$ cat config.mk
export PLATFORM = sky130hd
export DESIGN_NAME = exhaustive_tour_search
export DESIGN_NICKNAME = d
export VERILOG_FILES = /design/src/sv/ets_pkg.sv /design/src/sv/ets_ram.sv /design/src/sv/ets_ctrl.sv /design/src/sv/ets_dp.sv /design/src/sv/exhaustive_tour_search.sv
export SDC_FILE = /design/constraint.sdc
export NUM_CORES = 2
export LEC_CHECK = 0
export ABC_AREA = 1
export BUFFER_PORTS_ARGS = -buffer_cell sky130_fd_sc_hd__buf_2
export CELL_PAD_IN_SITES_DETAIL_PLACEMENT = 0
export CELL_PAD_IN_SITES_GLOBAL_PLACEMENT = 1
export CORE_UTILIZATION = 45
export CTS_BUF_LIST = sky130_fd_sc_hd__clkbuf_16
export CTS_CLUSTER_DIAMETER = 100
export DETAILED_ROUTE_END_ITERATION = 8
export PLACE_DENSITY = 0.77
export SKIP_CTS_REPAIR_TIMING = 1
export SYNTH_ARGS = -nofsm -noshare
export SYNTH_HDL_FRONTEND = slang
export SYNTH_SLANG_ARGS = --single-unit
export TNS_END_PERCENT = 5
$ cat constraint.sdc
create_clock -name clk -period 4.4 [get_ports clk]
set_input_delay 0.44 -clock clk [delete_from_list [all_inputs] [get_ports clk]]
set_output_delay 0.44 -clock clk [all_outputs]
set_load 0.02 [all_outputs]
$ cat src/sv/ets_pkg.sv
// ets_pkg: shared constants, command codes and controller/datapath structs
// for the exhaustive tour search block
// no dependencies
package ets_pkg;

  localparam int MAX_CITIES_DEF   = 8;
  localparam int DIST_BITS_DEF    = 16;
  localparam int CITY_W           = 4;
  localparam int DIST_W           = 16;
  localparam int LEN_OUT_W        = 19;
  localparam int COUNT_W          = 4;
  localparam int CITY_COUNT_RESET = 2;

  localparam logic CMD_LOAD = 1'b0;
  localparam logic CMD_RUN  = 1'b1;

  typedef struct packed {
    logic load_wr;
    logic mirror_wr;
    logic run_init;
    logic leg_issue;
    logic compare;
    logic adv_step;
    logic emit_next;
  } ets_cmd_t;

  typedef struct packed {
    logic count_zero;
    logic count_one;
    logic leg_last;
    logic wrap;
    logic level_zero;
  } ets_stat_t;

endpackage

$ cat src/sv/ets_ram.sv
// ets_ram: generic single write port, single read port ram with registered read
// no dependencies
module ets_ram #(
  parameter int WIDTH = 16,
  parameter int DEPTH = 64
) (
  input  logic                     clk,
  input  logic                     we,
  input  logic [$clog2(DEPTH)-1:0] waddr,
  input  logic [WIDTH-1:0]         wdata,
  input  logic [$clog2(DEPTH)-1:0] raddr,
  output logic [WIDTH-1:0]         rdata
);

  logic [WIDTH-1:0] mem [DEPTH];

  always_ff @(posedge clk) begin
    if (we) begin
      mem[waddr] <= wdata;
    end
    rdata <= mem[raddr];
  end

endmodule

$ cat src/sv/ets_ctrl.sv
// ets_ctrl: sequencer for load, tour scoring, permutation advance and emission
// depends on ets_pkg
module ets_ctrl (
  input  logic              clk,
  input  logic              rst,
  input  logic              in_valid,
  output logic              in_ready,
  input  logic              cmd,
  output logic              out_valid,
  input  logic              out_ready,
  output ets_pkg::ets_cmd_t ctl,
  input  ets_pkg::ets_stat_t sts
);
  import ets_pkg::*;

  typedef enum logic [2:0] {
    S_IDLE, S_LOAD2, S_SCORE, S_DRAIN, S_CMP, S_ADV, S_EMIT
  } state_t;

  state_t state, state_next;

  assign in_ready  = (state == S_IDLE);
  assign out_valid = (state == S_EMIT);

  always_comb begin
    ctl        = '0;
    state_next = state;
    case (state)
      S_IDLE: begin
        if (in_valid) begin
          if (cmd == CMD_LOAD) begin
            ctl.load_wr = 1'b1;
            state_next  = S_LOAD2;
          end else begin
            ctl.run_init = 1'b1;
            state_next   = sts.count_zero ? S_IDLE : S_SCORE;
          end
        end
      end
      S_LOAD2: begin
        ctl.mirror_wr = 1'b1;
        state_next    = S_IDLE;
      end
      S_SCORE: begin
        ctl.leg_issue = 1'b1;
        if (sts.leg_last) state_next = S_DRAIN;
      end
      // last leg read returns here
      S_DRAIN: state_next = S_CMP;
      S_CMP: begin
        ctl.compare = 1'b1;
        state_next  = sts.count_one ? S_EMIT : S_ADV;
      end
      S_ADV: begin
        ctl.adv_step = 1'b1;
        if (sts.wrap && sts.level_zero) state_next = S_EMIT;
        else if (!sts.wrap)             state_next = S_SCORE;
      end
      S_EMIT: begin
        if (out_ready) begin
          ctl.emit_next = 1'b1;
          if (sts.leg_last) state_next = S_IDLE;
        end
      end
      default: state_next = S_IDLE;
    endcase
  end

  always_ff @(posedge clk) begin
    if (rst) begin
      state <= S_IDLE;
    end else begin
      state <= state_next;
    end
  end

endmodule

$ cat src/sv/ets_dp.sv
// ets_dp: distance memory, permutation registers, leg accumulator and best tour
// depends on ets_pkg, ets_ram
module ets_dp #(
  parameter int MAX_CITIES = ets_pkg::MAX_CITIES_DEF,
  parameter int DIST_BITS  = ets_pkg::DIST_BITS_DEF
) (
  input  logic                         clk,
  input  logic                         rst,
  input  logic                         cfg_wr_en,
  input  logic [ets_pkg::COUNT_W-1:0]  cfg_wr_data,
  input  logic [ets_pkg::CITY_W-1:0]   city_a,
  input  logic [ets_pkg::CITY_W-1:0]   city_b,
  input  logic [ets_pkg::DIST_W-1:0]   pair_distance,
  input  ets_pkg::ets_cmd_t            ctl,
  output ets_pkg::ets_stat_t           sts,
  output logic [ets_pkg::CITY_W-1:0]   tour_city,
  output logic [ets_pkg::LEN_OUT_W-1:0] tour_length,
  output logic                         last_city
);
  import ets_pkg::*;

  localparam int CB    = $clog2(MAX_CITIES);
  localparam int NW    = $clog2(MAX_CITIES + 1);
  localparam int LW    = DIST_BITS + CB;
  localparam int AW    = 2 * CB;
  localparam int DEPTH = 1 << AW;

  logic [COUNT_W-1:0]   city_count;
  logic [NW-1:0]        n_eff, n;
  logic [CB-1:0]        perm [MAX_CITIES];
  logic [CB-1:0]        perm_rot [MAX_CITIES];
  logic [CB-1:0]        best_tour [MAX_CITIES];
  logic [NW-1:0]        cnt [MAX_CITIES];
  logic [CB-1:0]        level, k, k_nx;
  logic [LW-1:0]        acc, best;
  logic                 found, rd_v, improve;
  logic [CB-1:0]        ma, mb;
  logic [DIST_BITS-1:0] md;
  logic                 pair_ok;
  logic                 a_ok, b_ok;
  logic [CB-1:0]        a_idx, b_idx;
  logic                 we;
  logic [AW-1:0]        waddr, raddr;
  logic [DIST_BITS-1:0] wdata, rdata;

  assign n_eff = (city_count > COUNT_W'(MAX_CITIES)) ? NW'(MAX_CITIES) : NW'(city_count);

  assign a_ok  = (city_a >= CITY_W'(1)) && (city_a <= CITY_W'(MAX_CITIES));
  assign b_ok  = (city_b >= CITY_W'(1)) && (city_b <= CITY_W'(MAX_CITIES));
  assign a_idx = CB'(city_a - CITY_W'(1));
  assign b_idx = CB'(city_b - CITY_W'(1));

  assign we    = (ctl.load_wr && a_ok && b_ok) || (ctl.mirror_wr && pair_ok);
  assign waddr = ctl.mirror_wr ? {mb, ma} : {a_idx, b_idx};
  assign wdata = ctl.mirror_wr ? md : DIST_BITS'(pair_distance);

  // next position wraps to the start for the return leg
  assign k_nx  = (NW'(k) == n - NW'(1)) ? '0 : k + CB'(1);
  assign raddr = {perm[k], perm[k_nx]};

  ets_ram #(.WIDTH(DIST_BITS), .DEPTH(DEPTH)) u_dist (
    .clk   (clk),
    .we    (we),
    .waddr (waddr),
    .wdata (wdata),
    .raddr (raddr),
    .rdata (rdata)
  );

  assign improve = !found || (acc < best);

  assign sts.count_zero = (n_eff == '0);
  assign sts.count_one  = (n == NW'(1));
  assign sts.leg_last   = (NW'(k) == n - NW'(1));
  assign sts.wrap       = ((cnt[level] + NW'(1)) == (n - NW'(level)));
  assign sts.level_zero = (level == '0);

  // rotate the tail starting at the current level left by one
  always_comb begin
    for (int j = 0; j < MAX_CITIES; j++) begin
      perm_rot[j] = perm[j];
      if (j < MAX_CITIES - 1) begin
        if ((NW'(j) >= NW'(level)) && (NW'(j) < n - NW'(1))) perm_rot[j] = perm[j + 1];
      end
      if (NW'(j) == n - NW'(1)) perm_rot[j] = perm[level];
    end
  end

  assign tour_city   = CITY_W'(best_tour[k]) + CITY_W'(1);
  assign tour_length = LEN_OUT_W'(best);
  assign last_city   = sts.leg_last;

  always_ff @(posedge clk) begin
    if (rst) begin
      city_count <= COUNT_W'(CITY_COUNT_RESET);
      rd_v       <= 1'b0;
      found      <= 1'b0;
      n          <= '0;
      k          <= '0;
      level      <= '0;
    end else begin
      if (cfg_wr_en) city_count <= cfg_wr_data;
      rd_v <= ctl.leg_issue;

      if (ctl.load_wr) begin
        ma      <= a_idx;
        mb      <= b_idx;
        md      <= wdata;
        pair_ok <= a_ok && b_ok;
      end

      if (ctl.run_init) begin
        n     <= n_eff;
        found <= 1'b0;
        best  <= '0;
        acc   <= '0;
        k     <= '0;
        level <= (n_eff >= NW'(2)) ? CB'(n_eff - NW'(2)) : '0;
        for (int j = 0; j < MAX_CITIES; j++) begin
          perm[j] <= CB'(j);
          cnt[j]  <= '0;
        end
      end

      if (ctl.leg_issue) k <= k_nx;
      if (rd_v) acc <= acc + LW'(rdata);

      if (ctl.compare) begin
        acc <= '0;
        k   <= '0;
        if (improve) begin
          best      <= acc;
          found     <= 1'b1;
          best_tour <= perm;
        end
      end

      if (ctl.adv_step) begin
        perm <= perm_rot;
        if (sts.wrap) begin
          cnt[level] <= '0;
          if (!sts.level_zero) level <= level - CB'(1);
        end else begin
          cnt[level] <= cnt[level] + NW'(1);
          // next advance starts again at the deepest level with a choice
          level      <= CB'(n - NW'(2));
        end
      end

      if (ctl.emit_next) k <= k_nx;
    end
  end

endmodule

$ cat src/sv/exhaustive_tour_search.sv
// exhaustive_tour_search: top level, brute force shortest closed tour search
// depends on ets_pkg, ets_ctrl, ets_dp, ets_ram
//
//   channel  handshake              payload
//   cfg      cfg_wr_en              cfg_wr_data (city_count)
//   in       in_valid / in_ready    cmd, city_a, city_b, pair_distance
//   out      out_valid / out_ready  tour_city, tour_length, last_city
//
// a load beat writes one matrix direction in IDLE and the other in LOAD2 (one ram port)
// a run beat scores every ordering of the n cities and then gives n output beats; each
// tour costs one ram read per leg, a drain state, a compare and the advance steps
// in_ready is low from a run until its last output beat is taken
// out_valid holds while out_ready is low; reset restores city_count to 2
module exhaustive_tour_search #(
  parameter int MAX_CITIES = ets_pkg::MAX_CITIES_DEF,
  parameter int DIST_BITS  = ets_pkg::DIST_BITS_DEF
) (
  input  logic                          clk,
  input  logic                          rst,
  input  logic                          cfg_wr_en,
  input  logic [ets_pkg::COUNT_W-1:0]   cfg_wr_data,
  input  logic                          in_valid,
  output logic                          in_ready,
  input  logic                          cmd,
  input  logic [ets_pkg::CITY_W-1:0]    city_a,
  input  logic [ets_pkg::CITY_W-1:0]    city_b,
  input  logic [ets_pkg::DIST_W-1:0]    pair_distance,
  output logic                          out_valid,
  input  logic                          out_ready,
  output logic [ets_pkg::CITY_W-1:0]    tour_city,
  output logic [ets_pkg::LEN_OUT_W-1:0] tour_length,
  output logic                          last_city
);
  import ets_pkg::*;

  ets_cmd_t  ctl;
  ets_stat_t sts;

  ets_ctrl u_ctrl (
    .clk       (clk),
    .rst       (rst),
    .in_valid  (in_valid),
    .in_ready  (in_ready),
    .cmd       (cmd),
    .out_valid (out_valid),
    .out_ready (out_ready),
    .ctl       (ctl),
    .sts       (sts)
  );

  ets_dp #(.MAX_CITIES(MAX_CITIES), .DIST_BITS(DIST_BITS)) u_dp (
    .clk           (clk),
    .rst           (rst),
    .cfg_wr_en     (cfg_wr_en),
    .cfg_wr_data   (cfg_wr_data),
    .city_a        (city_a),
    .city_b        (city_b),
    .pair_distance (pair_distance),
    .ctl           (ctl),
    .sts           (sts),
    .tour_city     (tour_city),
    .tour_length   (tour_length),
    .last_city     (last_city)
  );

endmodule

[Word-level counts from Yosys, hierarchy flattened]
Memories as Yosys holds them, arrays and structs flattened. A register that Yosys moved wholly into a read port is not among the register bits.
Index checks and enable logic that the tools add are counted.
Cells by class
  add/sub/neg operators: 11
  multipliers: 0
  div/mod/pow operators: 0
  magnitude comparators: 24
  equality and inequality tests: 29
  shifts and indexed selects: 0
  mux-type cells: 90
  bitwise operators: 5
  reductions and logical operators: 37
Operators with widths (number)
  $mux W3: 42
  $mux W19: 5
  $mux W24: 2
  $bmux W3 S3: 4
  $mux W1: 29
  $reduce_and A3 Y1: 9
  $ne A3 B1 Y1 const B: 7
  $add A19 B16 Y19: 1
  $lt A19 B19 Y1: 1
  $pmux W3 S6: 1
  $eq A3 B4 Y1 const A: 4
  $mux W16: 1
  $logic_and A1 B1 Y1: 14
  $ge A4 B4 Y1 const B: 3
  $lt A3 B4 Y1 const A: 3
  $mux W4: 3
  $not A3 Y4: 3
  $eq A3 B3 Y1 const B: 3
  $ge A3 B3 Y1 const A: 3
  $sub A3 B1 Y3 const B: 3
  $eq A2 B4 Y1 const A: 2
  $ge A4 B1 Y1 const B: 2
  $le A4 B4 Y1 const B: 2
  $logic_not A4 Y1: 2
  34 further kinds: 47
Storage, ports and cells
  flip-flop bits (word level): 128
  latch bits: 0
  bits in writable memories: 1056
  ROM bits: 0
  input bits: 34
  output and inout bits: 26
  logic and storage cells: 227
  memories kept: 2
Memory list
  u_dp.u_dist.mem: words 64, bits a word 16, read ports 1, clocked after Yosys merged registers in 1, write ports 1, RTL line ets_ram.sv:15  | logic [WIDTH-1:0] mem [DEPTH];
  u_dp.cnt: words 8, bits a word 4, read ports 1, clocked after Yosys merged registers in 1, write ports 8, RTL line ets_dp.sv:33  | logic [NW-1:0] cnt [MAX_CITIES];

[Logic depth before layout (Yosys ltp)]
  depth in word-level cells: 9
  gate-level depth with buffers: 23
  depth with buffers taken out: 22

[Hierarchy]
A second synthesis with hierarchy kept.
Unflattened totals
  cell total of the unflattened synthesis: 4717
  area, all modules: 51892.3 sq um
Modules (own cells, without submodules)
  ets_ram: instances 1, cells each 3517, area an instance 42099.1 sq um, sequential area each 31069.8 sq um
  ets_dp: instances 1, cells each 1146, area an instance 9467.8 sq um, sequential area each 4554.4 sq um
  ets_ctrl: instances 1, cells each 54, area an instance 325.3 sq um, sequential area each 60.1 sq um

[Worst setup path before layout]
Ideal clock, no wire load.
  path type: reg-to-reg
  start: reg u_dp.best[4], in the netlist u_dp.tour_length[4]
  end: reg u_dp.best_tour[0] (netlist bit), enable pin
  library setup time: 405 ps
  data arrival time: 3212 ps
  required time: 3995 ps
  path slack: 783 ps
  stages on the path, launching flop included: 13
  path buffers: 1
  clock period less this slack: 3617 ps
  path through: edfxtp_1 inv_1 ha_1 a21oi_1 o21bai_1 a211oi_1 o21ai_0 a21oi_1 nor2_1 o21ai_1 nand2_1 clkbuf_1 nor2_1
On the way
  longest elaborated chain between the ends: 3
Ends and longest elaborated chain
  start: declaration: RTL line ets_dp.sv:35  | logic [LW-1:0] acc, best;
  start signal: assignment: RTL line ets_dp.sv:115  | best <= '0;
  start signal: assignment: RTL line ets_dp.sv:132  | best <= acc;
  $lt A19 B19 Y1: RTL line ets_dp.sv:70  | assign improve = !found || (acc < best);
  $logic_or A1 B1 Y1: RTL line ets_dp.sv:70
  $reduce_and A3 Y1 (no source line)
  end signal: assignment: RTL line ets_dp.sv:134  | best_tour <= perm;
  end: declaration: RTL line ets_dp.sv:32  | logic [CB-1:0] best_tour [MAX_CITIES];
Every way passes these cells.
A chain may end at the register's enable or synchronous reset.

[Worst setup path in the final report]
  start: reg u_dp.n[0]
  end: reg u_dp.u_dist.rdata[9], read port of u_dp.u_dist.mem
On the way
  longest elaborated chain between the ends: 7
Ends and longest elaborated chain
  start: declaration: RTL line ets_dp.sv:29  | logic [NW-1:0] n_eff, n;
  start signal: assignment: RTL line ets_dp.sv:113  | n <= n_eff;
  $sub A4 B1 Y4: RTL line ets_dp.sv:58  | assign k_nx = (NW'(k) == n - NW'(1)) ? '0 : k + CB'(1);
  $eq A3 B4 Y1: RTL line ets_dp.sv:58
  $mux W3: RTL line ets_dp.sv:58
  $not A3 Y4 (not written as such): RTL line ets_dp.sv:59  | assign raddr = {perm[k], perm[k_nx]};
  $bmux W3 S3: RTL line ets_dp.sv:59
  $mux W3 (not written as such) (2 in a row): RTL line ets_dp.sv:59
  end: declaration: RTL line ets_ram.sv:12  | output logic [WIDTH-1:0] rdata
Every way passes these cells. The select of a mux whose other input is x is not followed.

==> metrics.md <==
| Metric | Value |
|---|---|
| Run status | finished with violations |
| Failing checks | hold timing |
| CTS tree | built |
| Synth Register Bits | 1200 |
| Most common cell after layout, fill and taps aside | edfxtp_1 |
| Crit path kind | reg2reg |
| Die area | 0.1232 sq mm |
| Layout cell share with drive strength beyond 1 | 0.09188 |
| Critical path startpoint | u_dp.n[0] |
| Setup violators final | 0 |
| Sequential area share after synthesis | 0.6510 |
| Number of remaining DRC errors | 0 |
| Max-Cap Viols | 0 |
| Mapped Avg Cell Area | 10.73 sq um |
| Layout area overhead | 12.83% |
| Post-synth EDFFs | around 1200 |
| Die width | 351.0 microns |
| Initial antenna violation count | 4 |
| Maximum root-to-sink buffer count | 3 |
| Pre-Repair DR Iteration Count | 7 |
| Clk sinks | 1200 |
| Placed cell count | 6680 |
| Routed WL | 157.3 mm |
| GRT overflow | 0 |
| Final min period | 3.936 ns |
| Worst reg-to-reg path cell count | 20 |
| Root buffer selected by CTS | clkbuf_16 |
| CP cell instances | inv_1 -> ha_1 -> inv_1 -> nand2_1 -> nand2_1 -> nand2_1 -> nor2_2 -> nand2_4 -> nand2_2 -> nand3_1 -> nand3_4 -> buf_12 -> buf_4 -> nand3b_1 -> nand3_1 -> nand3_1 -> nand3_1 -> nand3_1 -> nand3_1 -> nand2_1 |
| Worst Tran Pin Value | 1.332 ns |
| Place WS | 0.4251 ns |
| Fmax | 254.1 MHz |
| I/O Buffers | ~60 |
| Number of global-route vias before repair | 35810 |
| Critical Path Stages | 20 |
| Hold_sp | cfg_wr_data[3] |
| Clock transition at path regs | approximately 0.060 ns |
| Post-route antenna net violation count | 0 |
| Ys async rst share | 0 |
| Reg-to-Reg Start | u_dp.n[0] |
| Fin. Hold Viols | 1 |
| Final-stage net count | 5304 |
| Clk Latency, worst-skew pair | 0.77 ns |
| Leakage | ~24 nW |
| Syn_nets | 5200 |
| Setup crit end kind | register |
| Die Y | 351.0 microns |
| Netlist cell types | 49 |
| Via count | around 38000 |
| Starting Density | 0.4557 |
| Worst slew margin | 0.1089 |
| Power Dens Cells | ~680 mW/mm^2 |
| H-tree Lvls | 4 |
| Ports | 60 |
| Dpl cell area | 0.05752 sq mm |
| Final instance area | 0.06185 sq mm |
| Synthesis warning total | 0 |
| FP Rows | 127 |
| 1st-iter DRT viols | 4290 |
| Final setup margin | 0.4643 ns |
| HP Class | in2reg |
| Post-DP HPWL | about 96 mm |
| RSZ-0062 raised after global routing | false |
| Worst Setup Start Kind | register |
| Final Cycle Share | 0.8945 |
| Sum of negative setup slack | 0 ns |
| Slowest cell on crit path | nand3_1 |
| Arr. time, crit path | 4.57 ns |
| WL/cell | 22.67 microns |
| Via/cell ratio | approximately 5.5 |
| Most frequent CP cell | nand3_1 |
| Slew Limit Fails | 0 |
| Worst path required time | 5.04 ns |
| GRT Resource Usage Total | 0.2552 |
| CTS Buf Count | approximately 140 |
| CP top delay family | simple AND/OR/NAND/NOR gates |
| GP Congestion | 0.8972 |
| Layout filler cell count | 10640 |
| Hold depth | 3 |
| Buf+Inv Stages, Crit Path | 4 |
| First-pass GRT wire length | about 230 mm |
| Post-route insts no fill | 6936 |
| Synth Flop Type | edfxtp_1 |
| VDD IR max | 535.0 uV |
| Clock skew | 0.02914 ns |
| Most frequent cells in the layout | edfxtp_1, nand3_1, nand2_1 |
| Core area | 0.1203 sq mm |
| Largest net degree at the start of global routing | between 100 and 150 |
| Storage element area | between 0.03 and 0.04 sq mm |
| Worst Path Max Fanout | 65 |
| Synthesized netlist cell count | approximately 5000 |
| Smallest hold slack | -0.001356 ns |
| Area of the multi-input gates | 0.01501 sq mm |
| Slowest Stage Delay on Critical Path | 0.44 ns |
| Post-Syn Area | between 0.05 and 0.06 sq mm |
## area by class of cell
type                            count  area share
Inverter                          684     0.04167
Tap cell                         1612     0.03261
Sequential cell                  1200      0.5769
Antenna cell                        2  0.00008092
Clock buffer                      138     0.05583
Multi-Input combinational cell   2932      0.2427
Timing Repair Buffer              260     0.03738
Clock inverter                    108     0.01280
## Yosys cell counts, drive strengths merged, types with 3 or more instances
| cell type | instances | area, sq um |
|---|---|---|
| buf | 257 | 1516 |
| a22oi | 3 | 22.52 |
| edfxtp | 1165 | 34980 |
| a31oi | 6 | 37.54 |
| nand4 | 11 | 68.82 |
| nand3 | 1005 | 5040 |
| nand3b | 385 | 2890 |
| a221oi | 5 | 43.79 |
| nor2 | 207 | 789.5 |
| nor3 | 7 | 40.04 |
| clkbuf | 36 | 135.1 |
| o21ai | 161 | 809.5 |
| inv | 682 | 2567 |
| xor2 | 10 | 87.58 |
| nand2 | 944 | 3583 |
| o211ai | 7 | 52.55 |
| dfxtp | 35 | 700.7 |
| or2 | 4 | 25.02 |
| ha | 55 | 688.2 |
| o22ai | 24 | 150.1 |
| a211oi | 4 | 30.03 |
| a21oi | 76 | 380.4 |
## path summary, 6_finish.rpt
path	end	slack [ns]
max	u_dp.u_dist.rdata[9]	0.46
min	u_dp.city_count[3]	-0.001
max reg2reg	u_dp.u_dist.rdata[9]	0.46
min reg2reg	u_dp.found	0.48
## where the power goes
part           internal, mW  switching, mW  leakage [nW]
registers              14.0          0.454          10.8
logic                  4.67           11.8          11.5
clock network          6.28           4.59          2.20
total                  25.0           16.8          24.5
## routing by layer
layer / vias to the layer above / GRT usage / share of wire
met2: 1385 / 0.4080 / 0.47
met4: 4 / 0.1162 / 0.042
met5: - / 0 / 0.00022
li1: 17780 / - / -
met1: 18580 / 0.3419 / 0.42
met3: 295 / 0.04167 / 0.065
## kinds of logic after synthesis
group	count (synthesis)	share of synthesized area
buffers and inverters	977	0.07710
XOR/XNOR	12	0.001917
flip-flops	1200	0.6510
AND/OR/NAND/NOR	2566	0.2272
AO/OA/AOI/OAI	297	0.02949
adder cells (fa/ha/maj)	57	0.01328
## sequential cells by signal (all words and copies together), names as in the netlist
| name | count |
|---|---|
| u_dp.acc | 19 |
| u_dp.perm | 24 |
| u_dp.city_count | 4 |
| u_dp.best_tour | 24 |
| u_dp.md | 16 |
| u_dp.k | 3 |
| u_dp.ma | 3 |
| u_dp.pair_ok | 1 |
| u_dp.rd_v | 1 |
| u_dp.level | 3 |
| u_dp.u_dist.mem | 1024 |
| u_dp.tour_length | 19 |
| u_ctrl.state | 3 |
| u_dp.n | 4 |
| u_dp.u_dist.rdata | 16 |
| u_dp.found | 1 |
| u_dp.cnt | 32 |
| u_dp.mb | 3 |
## worst reg2reg max path: stages (launching register included)
cell and delay [ns]:
dfxtp_1 0.33, inv_1 0.11, ha_1 0.37, inv_1 0.09
nand2_1 0.05, nand2_1 0.08, nand2_1 0.06, nor2_2 0.15
nand2_4 0.14, nand2_2 0.17, nand3_1 0.14, nand3_4 0.13
buf_12 0.35, buf_4 0.41, nand3b_1 0.14, nand3_1 0.13
nand3_1 0.08, nand3_1 0.14, nand3_1 0.20, nand3_1 0.44
nand2_1 0.09
## stage by stage
step	power, mW	utilization
6_report	41.77	0.5142
3_5_place_dp	31.12	0.4782
3_3_place_gp	31.02	0.4782
4_1_cts	41.97	0.5135
5_1_grt	43.80	0.5142
2_1_floorplan	24.69	-
Power figures use the tool's default switching activity.
